`src/rtl/iphv_pkg.sv`:
```
// Shared types and constants for the IP header validator.
package iphv_pkg;

	// One received byte of the packet
	typedef struct packed {
		logic [7:0] data_byte;
		logic       last_byte;
	} rx_item_t;

	// Verdict given on the last byte of a packet
	typedef struct packed {
		logic [2:0]  status;
		logic [3:0]  ip_version;
		logic [7:0]  protocol;
		logic [15:0] payload_bytes;
		logic [15:0] padding_length;
		logic [20:0] pseudo_sum;
	} result_item_t;

	// Status codes
	localparam logic [2:0] ST_OK           = 3'd0;
	localparam logic [2:0] ST_BAD_VERSION  = 3'd1;
	localparam logic [2:0] ST_SHORT_HEADER = 3'd2;
	localparam logic [2:0] ST_BAD_IHL      = 3'd3;
	localparam logic [2:0] ST_BAD_CHECKSUM = 3'd4;
	localparam logic [2:0] ST_FRAGMENT     = 3'd5;
	localparam logic [2:0] ST_TRUNCATED    = 3'd6;
	localparam logic [2:0] ST_BAD_PROTOCOL = 3'd7;

	// Header constants
	localparam logic [3:0]  VER_V4       = 4'd4;
	localparam logic [3:0]  VER_V6       = 4'd6;
	localparam logic [7:0]  V4_FIRST     = 8'h45;
	localparam logic [7:0]  PROTO_ICMP   = 8'd1;
	localparam logic [7:0]  PROTO_UDP    = 8'd17;
	localparam logic [7:0]  PROTO_ICMPV6 = 8'd58;
	localparam logic [16:0] CNT_MAX      = 17'h1FFFF;
	localparam logic [16:0] V4_HDR_LEN   = 17'd20;
	localparam logic [16:0] V6_HDR_LEN   = 17'd40;
	localparam logic [15:0] V4_HDR_LEN16 = 16'd20;
	localparam logic [15:0] CSUM_GOOD    = 16'hFFFF;
	localparam logic [16:0] POS_TOT_LEN  = 17'd3;
	localparam logic [16:0] POS_V6_PLEN  = 17'd5;
	localparam logic [16:0] POS_FLAGS    = 17'd6;
	localparam logic [16:0] POS_V6_NEXT  = 17'd6;
	localparam logic [16:0] POS_V4_PROTO = 17'd9;
	localparam logic [16:0] POS_V4_ADDR  = 17'd12;
	localparam logic [16:0] POS_V6_ADDR  = 17'd8;
	// more-fragments bit 0x2000 of the flags word sits at bit 5 of its high byte
	localparam int          MF_BIT       = 5;

endpackage

```
`src/rtl/iphv_core.sv`:
```
// Per-packet header state, byte absorption and end-of-packet verdict.
module iphv_core (
	input  logic                  clk,
	input  logic                  arst_n,
	input  logic                  en,
	input  iphv_pkg::rx_item_t    item,
	output iphv_pkg::result_item_t result
);
	import iphv_pkg::*;

	logic [16:0] byte_count_q, byte_count_d;
	logic [7:0]  first_byte_q, first_byte_d;
	logic [7:0]  high_byte_hold_q, high_byte_hold_d;
	logic [16:0] header_csum_q, header_csum_d;
	logic [20:0] address_sum_q, address_sum_d;
	logic [15:0] declared_length_q, declared_length_d;
	logic        more_fragments_q, more_fragments_d;
	logic [7:0]  proto_field_q, proto_field_d;

	logic [3:0]  ver;
	logic        odd;
	logic [15:0] word;
	logic [17:0] csum_sum;
	logic [16:0] n;
	logic [16:0] body;

	// Absorb the current byte into the header state
	always_comb begin
		first_byte_d      = first_byte_q;
		high_byte_hold_d  = high_byte_hold_q;
		header_csum_d     = header_csum_q;
		address_sum_d     = address_sum_q;
		declared_length_d = declared_length_q;
		more_fragments_d  = more_fragments_q;
		proto_field_d     = proto_field_q;
		csum_sum          = '0;

		if (byte_count_q == '0) begin
			first_byte_d = item.data_byte;
		end
		ver  = first_byte_d[7:4];
		odd  = byte_count_q[0];
		word = {high_byte_hold_q, item.data_byte};

		if (byte_count_q < V6_HDR_LEN) begin
			if (!odd) begin
				high_byte_hold_d = item.data_byte;
			end
			if (ver == VER_V4) begin
				if (byte_count_q < V4_HDR_LEN) begin
					if (odd) begin
						csum_sum      = {1'b0, header_csum_q} + {2'b00, word};
						header_csum_d = {1'b0, csum_sum[15:0]} + {15'd0, csum_sum[17:16]};
					end
					if (byte_count_q == POS_TOT_LEN) begin
						declared_length_d = word;
					end
					if (byte_count_q == POS_FLAGS) begin
						more_fragments_d = item.data_byte[MF_BIT];
					end
					if (byte_count_q == POS_V4_PROTO) begin
						proto_field_d = item.data_byte;
					end
					if (odd && byte_count_q >= POS_V4_ADDR) begin
						address_sum_d = address_sum_q + {5'd0, word};
					end
				end
			end else if (ver == VER_V6) begin
				if (byte_count_q == POS_V6_PLEN) begin
					declared_length_d = word;
				end
				if (byte_count_q == POS_V6_NEXT) begin
					proto_field_d = item.data_byte;
				end
				if (odd && byte_count_q >= POS_V6_ADDR) begin
					address_sum_d = address_sum_q + {5'd0, word};
				end
			end
		end

		// Advance the saturating byte count
		byte_count_d = (byte_count_q == CNT_MAX) ? byte_count_q : byte_count_q + 17'd1;
		n            = byte_count_d;
	end

	// Judge the packet from the updated state
	always_comb begin
		result.status         = ST_OK;
		result.ip_version     = ver;
		result.protocol       = proto_field_d;
		result.payload_bytes  = '0;
		result.padding_length = '0;
		result.pseudo_sum     = '0;
		body                  = '0;

		if (ver == VER_V4) begin
			if (n < V4_HDR_LEN) begin
				result.status = ST_SHORT_HEADER;
			end else if (first_byte_d != V4_FIRST) begin
				result.status = ST_BAD_IHL;
			end else if (header_csum_d != {1'b0, CSUM_GOOD}) begin
				result.status = ST_BAD_CHECKSUM;
			end else if (more_fragments_d) begin
				result.status = ST_FRAGMENT;
			end else if (declared_length_d < V4_HDR_LEN16 || n < {1'b0, declared_length_d}) begin
				result.status = ST_TRUNCATED;
			end else if (proto_field_d != PROTO_ICMP && proto_field_d != PROTO_UDP) begin
				result.status = ST_BAD_PROTOCOL;
			end else begin
				result.payload_bytes = declared_length_d - V4_HDR_LEN16;
				body                 = n - {1'b0, declared_length_d};
			end
		end else if (ver == VER_V6) begin
			if (n < V6_HDR_LEN) begin
				result.status = ST_SHORT_HEADER;
			end else if ((n - V6_HDR_LEN) < {1'b0, declared_length_d}) begin
				result.status = ST_TRUNCATED;
			end else if (proto_field_d != PROTO_ICMPV6) begin
				result.status = ST_BAD_PROTOCOL;
			end else begin
				result.payload_bytes = declared_length_d;
				body                 = n - V6_HDR_LEN - {1'b0, declared_length_d};
			end
		end else begin
			result.status = ST_BAD_VERSION;
		end

		if (result.status == ST_OK) begin
			result.padding_length = (body > 17'h0FFFF) ? 16'hFFFF : body[15:0];
			result.pseudo_sum     = address_sum_d + {13'd0, proto_field_d};
		end
	end

	// Hold state between bytes; drop it after the last byte
	always_ff @(posedge clk or negedge arst_n) begin
		if (!arst_n) begin
			byte_count_q      <= '0;
			first_byte_q      <= '0;
			high_byte_hold_q  <= '0;
			header_csum_q     <= '0;
			address_sum_q     <= '0;
			declared_length_q <= '0;
			more_fragments_q  <= 1'b0;
			proto_field_q     <= '0;
		end else if (en) begin
			if (item.last_byte) begin
				byte_count_q      <= '0;
				first_byte_q      <= '0;
				high_byte_hold_q  <= '0;
				header_csum_q     <= '0;
				address_sum_q     <= '0;
				declared_length_q <= '0;
				more_fragments_q  <= 1'b0;
				proto_field_q     <= '0;
			end else begin
				byte_count_q      <= byte_count_d;
				first_byte_q      <= first_byte_d;
				high_byte_hold_q  <= high_byte_hold_d;
				header_csum_q     <= header_csum_d;
				address_sum_q     <= address_sum_d;
				declared_length_q <= declared_length_d;
				more_fragments_q  <= more_fragments_d;
				proto_field_q     <= proto_field_d;
			end
		end
	end

endmodule

```
`src/rtl/ip_header_validator.sv`:
```
// IP header validator top level: input register, header core, result register.
// Takes one byte transaction per cycle, sustained, while the result side is not stalled.
// A result is registered as its last byte passes from the input register into the core.
// Bytes that are not the last of a packet never wait on the result side.
// Reset (arst_n low) empties both registers and returns the header state to zero.
module ip_header_validator (
	input  logic                   clk,
	input  logic                   arst_n,
	input  logic                   rx_valid,
	output logic                   rx_stall,
	input  iphv_pkg::rx_item_t     rx_item,
	output logic                   result_valid,
	input  logic                   result_stall,
	output iphv_pkg::result_item_t result_item
);
	import iphv_pkg::*;

	logic         rx_valid_s1;
	rx_item_t     rx_item_s1;
	logic         result_valid_q;
	result_item_t result_item_q;
	result_item_t core_result;
	logic         out_free;
	logic         proc_en;
	logic         s1_load;

	// Advance stage one unless it holds a last byte while the result register is full and stalled
	assign out_free = !result_valid_q || !result_stall;
	assign proc_en  = rx_valid_s1 && (!rx_item_s1.last_byte || out_free);
	assign s1_load  = !rx_valid_s1 || proc_en;
	assign rx_stall = !s1_load;

	assign result_valid = result_valid_q;
	assign result_item  = result_item_q;

	iphv_core u_core (
		.clk    (clk),
		.arst_n (arst_n),
		.en     (proc_en),
		.item   (rx_item_s1),
		.result (core_result)
	);

	// Hold the input stage control
	always_ff @(posedge clk or negedge arst_n) begin
		if (!arst_n) begin
			rx_valid_s1 <= 1'b0;
		end else if (s1_load) begin
			rx_valid_s1 <= rx_valid;
		end
	end

	// Capture the byte transaction
	always_ff @(posedge clk) begin
		if (s1_load && rx_valid) begin
			rx_item_s1 <= rx_item;
		end
	end

	// Hold the result transaction until taken
	always_ff @(posedge clk or negedge arst_n) begin
		if (!arst_n) begin
			result_valid_q <= 1'b0;
		end else if (out_free) begin
			result_valid_q <= proc_en && rx_item_s1.last_byte;
		end
	end

	always_ff @(posedge clk) begin
		if (out_free && proc_en && rx_item_s1.last_byte) begin
			result_item_q <= core_result;
		end
	end

endmodule

```
`config.mk`:
```
export PLATFORM = sky130hd
export DESIGN_NAME = ip_header_validator
export DESIGN_NICKNAME = d
export VERILOG_FILES = /design/src/rtl/iphv_pkg.sv /design/src/rtl/iphv_core.sv /design/src/rtl/ip_header_validator.sv
export SDC_FILE = /design/constraint.sdc
export NUM_CORES = 1
export LEC_CHECK = 0
export CORE_ASPECT_RATIO = 0.5
export CORE_MARGIN = 2
export CORE_UTILIZATION = 40
export CTS_BUF_LIST = sky130_fd_sc_hd__clkbuf_4
export CTS_CLUSTER_DIAMETER = 60
export DETAILED_ROUTE_END_ITERATION = 6
export DONT_BUFFER_PORTS = 1
export SETUP_SLACK_MARGIN = 0.15
export SLEW_MARGIN = 10
export SYNTH_ARGS = -nofsm -noshare
export SYNTH_HDL_FRONTEND = slang
export SYNTH_HIERARCHICAL = 1
export SYNTH_SLANG_ARGS = --single-unit
```
`constraint.sdc`:
```
create_clock -name clk -period 15.1 [get_ports clk]
set_clock_uncertainty 0.05 [all_clocks]
set_input_delay 1.51 -clock clk [delete_from_list [all_inputs] [get_ports clk]]
set_output_delay 1.51 -clock clk [all_outputs]
set_load 0.02 [all_outputs]
```
==> results of run 1 <==
final timing paths:
| check | depth (start not counted) | slack, ns | from | to |
|---|---|---|---|---|
| worst max-delay path | 21 | 7.14 | u_core/byte_count_q[0] | result_item[10] |
| worst min-delay path | 1 | 0.47 | u_core/first_byte_q[1] | u_core/first_byte_q[1] |
| worst max register to register | 21 | 7.14 | u_core/byte_count_q[0] | result_item[10] |
| worst min register to register | 1 | 0.47 | u_core/first_byte_q[1] | u_core/first_byte_q[1] |
| max in group asynchronous | 0 | 14.29 | arst_n | u_core/byte_count_q[7] |
| min in group asynchronous | 0 | 0.49 | arst_n | u_core/header_csum_q[7] |
flip-flops by register name, indices dropped and copies added, names as in the netlist:
signal and flops:
result_item 68, rx_item_s1 9, u_core/byte_count_q 17, u_core/declared_length_q 16, u_core/high_byte_hold_q 8, u_core/header_csum_q 17
u_core/address_sum_q 21, u_core/first_byte_q 8, result_valid 1, u_core/more_fragments_q 1, rx_valid_s1 1, u_core/proto_field_q 8
cells in the mapped netlist (all sizes together) (6+ instances only):
| master | n |
|---|---|
| nor2 | 125 |
| o21ai | 111 |
| nand2 | 108 |
| a21oi | 99 |
| dfrtp | 98 |
| ha | 79 |
| edfxtp | 77 |
| inv | 68 |
| xnor2 | 53 |
| a22o | 48 |
| clkbuf | 42 |
| xor2 | 41 |
| nand3 | 35 |
| nor3 | 30 |
| a211oi | 27 |
| a21o | 26 |
| o22ai | 21 |
| mux2i | 18 |
| nor2b | 18 |
| and2 | 17 |
| buf | 17 |
| nand4 | 17 |
| nor4 | 17 |
| o21a | 17 |
| mux2 | 16 |
| a31oi | 15 |
| nand2b | 15 |
| o2bb2ai | 15 |
| nor3b | 12 |
| and3 | 11 |
| or2 | 11 |
| o21bai | 8 |
| or3 | 8 |
| nand3b | 7 |
| a21boi | 6 |
| o211ai | 6 |
| o31ai | 6 |
through the flow:
stage          setup WS [ns]    util  instance area [sq um]  power [mW]
6_report               7.140  0.4313                  13700       1.132
5_1_grt                6.781  0.4313                  13700       1.184
4_1_cts                7.258  0.4312                  13700       1.136
3_5_place_dp           7.336  0.4215                  13390      0.8239
3_3_place_gp           7.448  0.4215                  13390      0.8201
2_1_floorplan          8.410       -                  12930      0.7483
cell type report:
class / instances / area [sq um] / area share
well taps: 432 / 540.5 / 0.03944
clock inverters: 14 / 175.2 / 0.01278
repair buffers: 18 / 135.1 / 0.009861
inverters: 68 / 255.2 / 0.01863
clock buffers: 18 / 135.1 / 0.009861
diodes: 1 / 2.502 / 0.0001826
flip-flops and latches: 175 / 4765 / 0.3477
multi-input cells: 1123 / 7695 / 0.5615
logic make-up (layout without fill, tap and decap cells):
family | Yosys count | after routing | share of synthesized area
other cells | 0 | 1 | 0
fa+ha+maj | 84 | 84 | 0.08416
compound gates | 457 | 457 | 0.2366
flops | 175 | 175 | 0.3683
buf+inv | 127 | 118 | 0.03869
mux | 34 | 34 | 0.02786
xor+xnor | 94 | 94 | 0.06365
simple gates | 454 | 454 | 0.1807
power groups by stage:
stage | Clock, mW | Combinational, mW | Sequential, mW
after floorplan | 0 | 0.191 | 0.557
after global placement | 0 | 0.251 | 0.569
after detailed placement | 0 | 0.254 | 0.569
after CTS | 0.322 | 0.255 | 0.560
after global routing | 0.338 | 0.283 | 0.563
final | 0.312 | 0.260 | 0.560
per-layer routing:
metal / vias up / part of all wire
li1: 5255 / -
met1: 5495 / 0.49
met2: 370 / 0.43
met3: 32 / 0.064
met4: 0 / 0.015
met5: - / 0
==> impl_metrics.yaml, run 1 <==
critical_path:
  critical_path.cell_chain: "inv_1 -> ha_1 -> nor4b_1 -> and4_1 -> or4b_4 -> a311oi_4 -> buf_4 -> nor2_1 -> a21oi_1 -> ha_1 -> nor2b_1 -> o21ai_0 -> a21oi_1 -> o211ai_1 -> a211oi_1 -> a311oi_1 -> a41o_1 -> a21oi_1 -> a221o_1 -> or4_4 -> a211oi_2"
  critPathBufInv: 2
  crit_slowest_cell: "or4_4"
  worst_ep_required_time_ns: 15.52
  cp_common_cell: "a21oi_1"
  max_stage_delay_ns: 0.68
  cpLargestDelayFamily: "compound AO/OA/AOI/OAI gates"
  critPathLaunchType: "flop"
  worstPathArrival_ns: 8.38
  crit_type: "flop to flop"
  cp_max_fo: 41
  end_kind: "flop"
timing:
  setup_viol: 0
  rsz0062_at_grt: "false"
  setup_tns_ns: 0
  fin_crit_sh: 0.5272
  max_freq_ghz: 0.1256
  hold_viol: 0
  maxSlewViolCount: 0
  fin_crit_ns: 7.960
  max_slew_margin: 0.1784
  worstMarginPinSlew_ns: 1.224
  worst_hold_slack_ns: 0.4660
clock_network:
  cts_setup_buffers: 0
  root_buffer: "clkbuf_4"
  cts.clk_slew.worst_paths_ns: 0.16
  cts_hold_buf: 0
  cts_buffer_depth: 2
  cts_buffers: 17
  cts.sinks: 175
  cts_tree: "done"
  worstSkewPairLatency_ns: 0.66
  cts_resized: 0
  cts_max_level: 4
drt:
  dr.pass1.iters: 6
  routed_wl_um: 38970
  via_per_inst: 6.031
  drc: 0
  vias: 11150
  drtIter0Drc: 1075
  final_antenna_net_count: 0
  detail_route.wl_per_cell_um: 21.08
finish:
  nets: 1500
  final_cell_mix: "nor2_1, nand2_1, o21ai_0"
  layout-drive-gt1-share: 0.07274
  stdcell_count: 1849
  num-fill-cells: 3126
  area_growth_pct: 5.939
  layout_commonest_cell: "nor2_1"
run_status:
  status: "finished, final reports clean"
yosys:
  synthTopCellsByArea: "dfrtp_1, edfxtp_1, ha_1, o21ai_0, a21oi_1"
  synth-seq-cells: 175
  ys_warn_count: 6
  synthCells: 1425
  synth_area_per_cell_sq_um: 9.077
  synth_nets: 1522
  yosysSeqAreaShare: 0.3683
  yosys.area.top_type: "dfrtp_1"
  yosysTopAreaCellShare: 0.1896
  ys_types: 89
  synth_edf_count: 77
  synthArstFlopShare: 0.5600
  syn_area_sq_um: 12930
  synth_ff_type: "dfrtp_1"
floorplanning:
  die_h_um: 131.2
  num_io_pins: 83
  core_area_sq_um: 31770
  initial_core_util: 0.4071
  die_area_sq_um: 33880
  rows: 46
  chipWidth_um: 258.3
pwr:
  p_sw_mw: 0.3959
  power.density_nw_per_um2: 82.60
  peakVddDrop_mv: 0.04825
  p_int_mw: 0.7360
  swShare: 0.3498
  power_frac_clock: 0.276
  power.leakage_nw: 5.640
  p_comb_frac: 0.230
  seqPwrFrac: 0.495
global_route:
  grt_overflow: 0
  grt_pass1_vias: 10440
  grt_max_degree: 99
  grtUsageMet3: 0.03742
  grt.met2_usage: 0.3432
  busiest_layer: "met2"
  grt_usage: 0.2282
  antenna_found_initial: 1
  grt_pass1_wl_um: 60240
  use_met1: 0.3386
place:
  gp_congestion: 0.9093
  dp.cells: 1816
  dp_hpwl_um: 28350
  io_buffers: 0
hold_path:
  hold_class: "flop to flop"
run:
  drv_cap: 0
Power figures use the tool's default switching activity.
==> run 2, diff against run 1 <==
==> constraint.sdc (replaced) <==
create_clock -name clk -period 7.75 [get_ports clk]
set_clock_uncertainty 0.05 [all_clocks]
set_input_delay 0.775 -clock clk [delete_from_list [all_inputs] [get_ports clk]]
set_output_delay 0.775 -clock clk [all_outputs]
set_load 0.02 [all_outputs]
==> run 2 against run 1 <==
Largest cell class unchanged. Core utilization is 0.64 points higher. Highest routed layer unchanged. Sequential cell count did not move. Worst setup slack worse by 6.5 ns. Wire length fell by 2.3%. Final cell count increased by 1.3%. Hold slack got worse by 0.30 ns.
==> impl_metrics.yaml, run 2 (synthesized netlist as in run 1, its figures left out) <==
critical_path:
  r2r_start: "u_core/byte_count_q[0]"
  critPathLaunchType: "flop"
  reg2reg_slack_ns: 0.61
  r2r_end: "result_item[12]"
  crit_type: "flop to flop"
  cp_max_fo: 21
  worst_ep_required_time_ns: 8.18
  worstPathArrival_ns: 7.57
  r2r_cells: 22
  end_kind: "flop"
drt:
  detail_route.wl_per_cell_um: 20.33
  drc: 0
  dr.pass1.iters: 5
  final_antenna_net_count: 0
  drtIter0Drc: 1257
  vias: 11170
  via_per_inst: 5.962
  routed_wl_um: 38080
timing:
  worstMarginPinSlew_ns: 1.011
  hold_viol: 0
  fin_crit_sh: 0.9216
  fin_crit_ns: 7.143
  maxSlewViolCount: 0
  setup_tns_ns: 0
  setup_viol: 0
  rsz0062_at_grt: "false"
  max_slew_margin: 0.3258
  max_freq_ghz: 0.1400
global_route:
  grt_pass1_vias: 10570
  grt_usage: 0.2229
  grt_pass1_wl_um: 59400
  antenna_found_initial: 1
  grt_overflow: 0
  grt_max_degree: 99
pwr:
  power.leakage_nw: 5.745
  power.density_nw_per_um2: 158.2
  peakVddDrop_mv: 0.1133
clock_network:
  root_buffer: "clkbuf_4"
  cts_max_level: 4
  cts_setup_buffers: 0
  cts_tree: "done"
  cts.sinks: 175
  worstSkewPairLatency_ns: 0.64
  cts_buffers: 17
  cts_buffer_depth: 2
  cts.clk_slew.worst_paths_ns: 0.16
place:
  gp_congestion: 0.9280
  dp_hpwl_um: 28260
  io_buffers: 0
finish:
  final_cell_mix: "nor2_1, nand2_1, o21ai_0"
  num-fill-cells: 3144
  area_growth_pct: 7.516
  layout_commonest_cell: "nor2_1"
  nets: 1524
  layout-drive-gt1-share: 0.08958
  largest_register_ffs: 68
  fin_util: 0.4377
floorplanning:
  chipWidth_um: 258.3
  die_area_sq_um: 33880
  initial_core_util: 0.4071
  num_io_pins: 83
  rows: 46
  core_area_sq_um: 31770
  die_h_um: 131.2
hold_path:
  holdPathEnd: "rx_item_s1[3]"
  whs_path_depth: 0
  min_from: "rx_item[3]"
  hold_class: "input pin to flop"
run_status:
  status: "finished, final reports clean"
run:
  drv_cap: 0
==> run 2: through the flow <==
| step | setup WS (ns) | area [sq um] | hold WS (ns) | cells | power [mW] |
|---|---|---|---|---|---|
| 2_1_floorplan | 1.060 | 12930 | 0.4054 | 1425 | 1.458 |
| 3_3_place_gp | 0.8985 | 13560 | 0.4235 | 1838 | 1.595 |
| 3_5_place_dp | 0.6802 | 13560 | 0.4252 | 1838 | 1.607 |
| 4_1_cts | 0.6173 | 13900 | 0.1263 | 1872 | 2.210 |
| 5_1_grt | 0.1550 | 13910 | 0.1289 | 1873 | 2.304 |
| 6_report | 0.6074 | 13910 | 0.1652 | 1873 | 2.200 |
==> run 2: cell type report <==
cell class | instances | area (sq um) | area share
sequential | 175 | 4765 | 0.3426
clock inverter | 14 | 171.4 | 0.01233
clock buffer | 18 | 135.1 | 0.009717
multi-input combinational | 1123 | 7700 | 0.5537
timing repair buffer | 42 | 337.8 | 0.02429
tap | 432 | 540.5 | 0.03887
inverter | 68 | 255.2 | 0.01835
antenna | 1 | 2.502 | 0.0001799
==> run 2: power by group <==
group / switching [mW] / internal, mW
registers: 0.0662 / 1.02
clock network: 0.379 / 0.208
logic: 0.337 / 0.195
total: 0.781 / 1.42
==> run 2: routing by layer <==
layer  track usage  up-vias  part of all wire
li1              -     5312                 -
met1        0.3254     5395              0.48
met2        0.3348      411              0.43
met3       0.03704       48             0.063
met4       0.07097        0             0.019
met5             0        -                 0
==> run 2: worst max-delay path by stage <==
stage	start	depth (start not counted)	slack [ns]	endpoint
6_report	u_core/byte_count_q[0]	22	0.61	result_item[12]
5_1_grt	u_core/byte_count_q[0]	22	0.16	result_item[12]
4_1_cts	u_core/byte_count_q[0]	19	0.62	result_item[10]
3_5_place_dp	u_core/byte_count_q[0]	19	0.68	result_item[10]
3_3_place_gp	u_core/byte_count_q[0]	19	0.90	result_item[12]
2_1_floorplan	u_core/byte_count_q[0]	23	1.06	result_item[10]
==> run 2: timing repair <==
| item | in CTS | in global routing |
|---|---|---|
| gates resized for setup | 0 | 1 |
| endpoints found under the hold margin | 98 | 0 |
| endpoints found under the setup margin | 0 | 5 |
| hold buffers | 2 | 0 |
==> run 2: critical path, stage by stage, from the launching register on <==
cell and delay, ns:
dfrtp_1 0.57, inv_1 0.15, ha_1 0.17, nor4b_1 0.32
and4_2 0.50, or4b_4 0.52, a311oi_4 0.69, buf_4 0.34
buf_4 0.22, nor2_1 0.06, a21oi_1 0.12, buf_4 0.16
ha_1 0.19, nand2_1 0.06, a21oi_1 0.18, o211ai_1 0.22
a211oi_1 0.44, a311oi_1 0.23, a41o_1 0.28, a21oi_1 0.36
a211oi_1 0.17, or4_4 0.73, nor3b_1 0.24
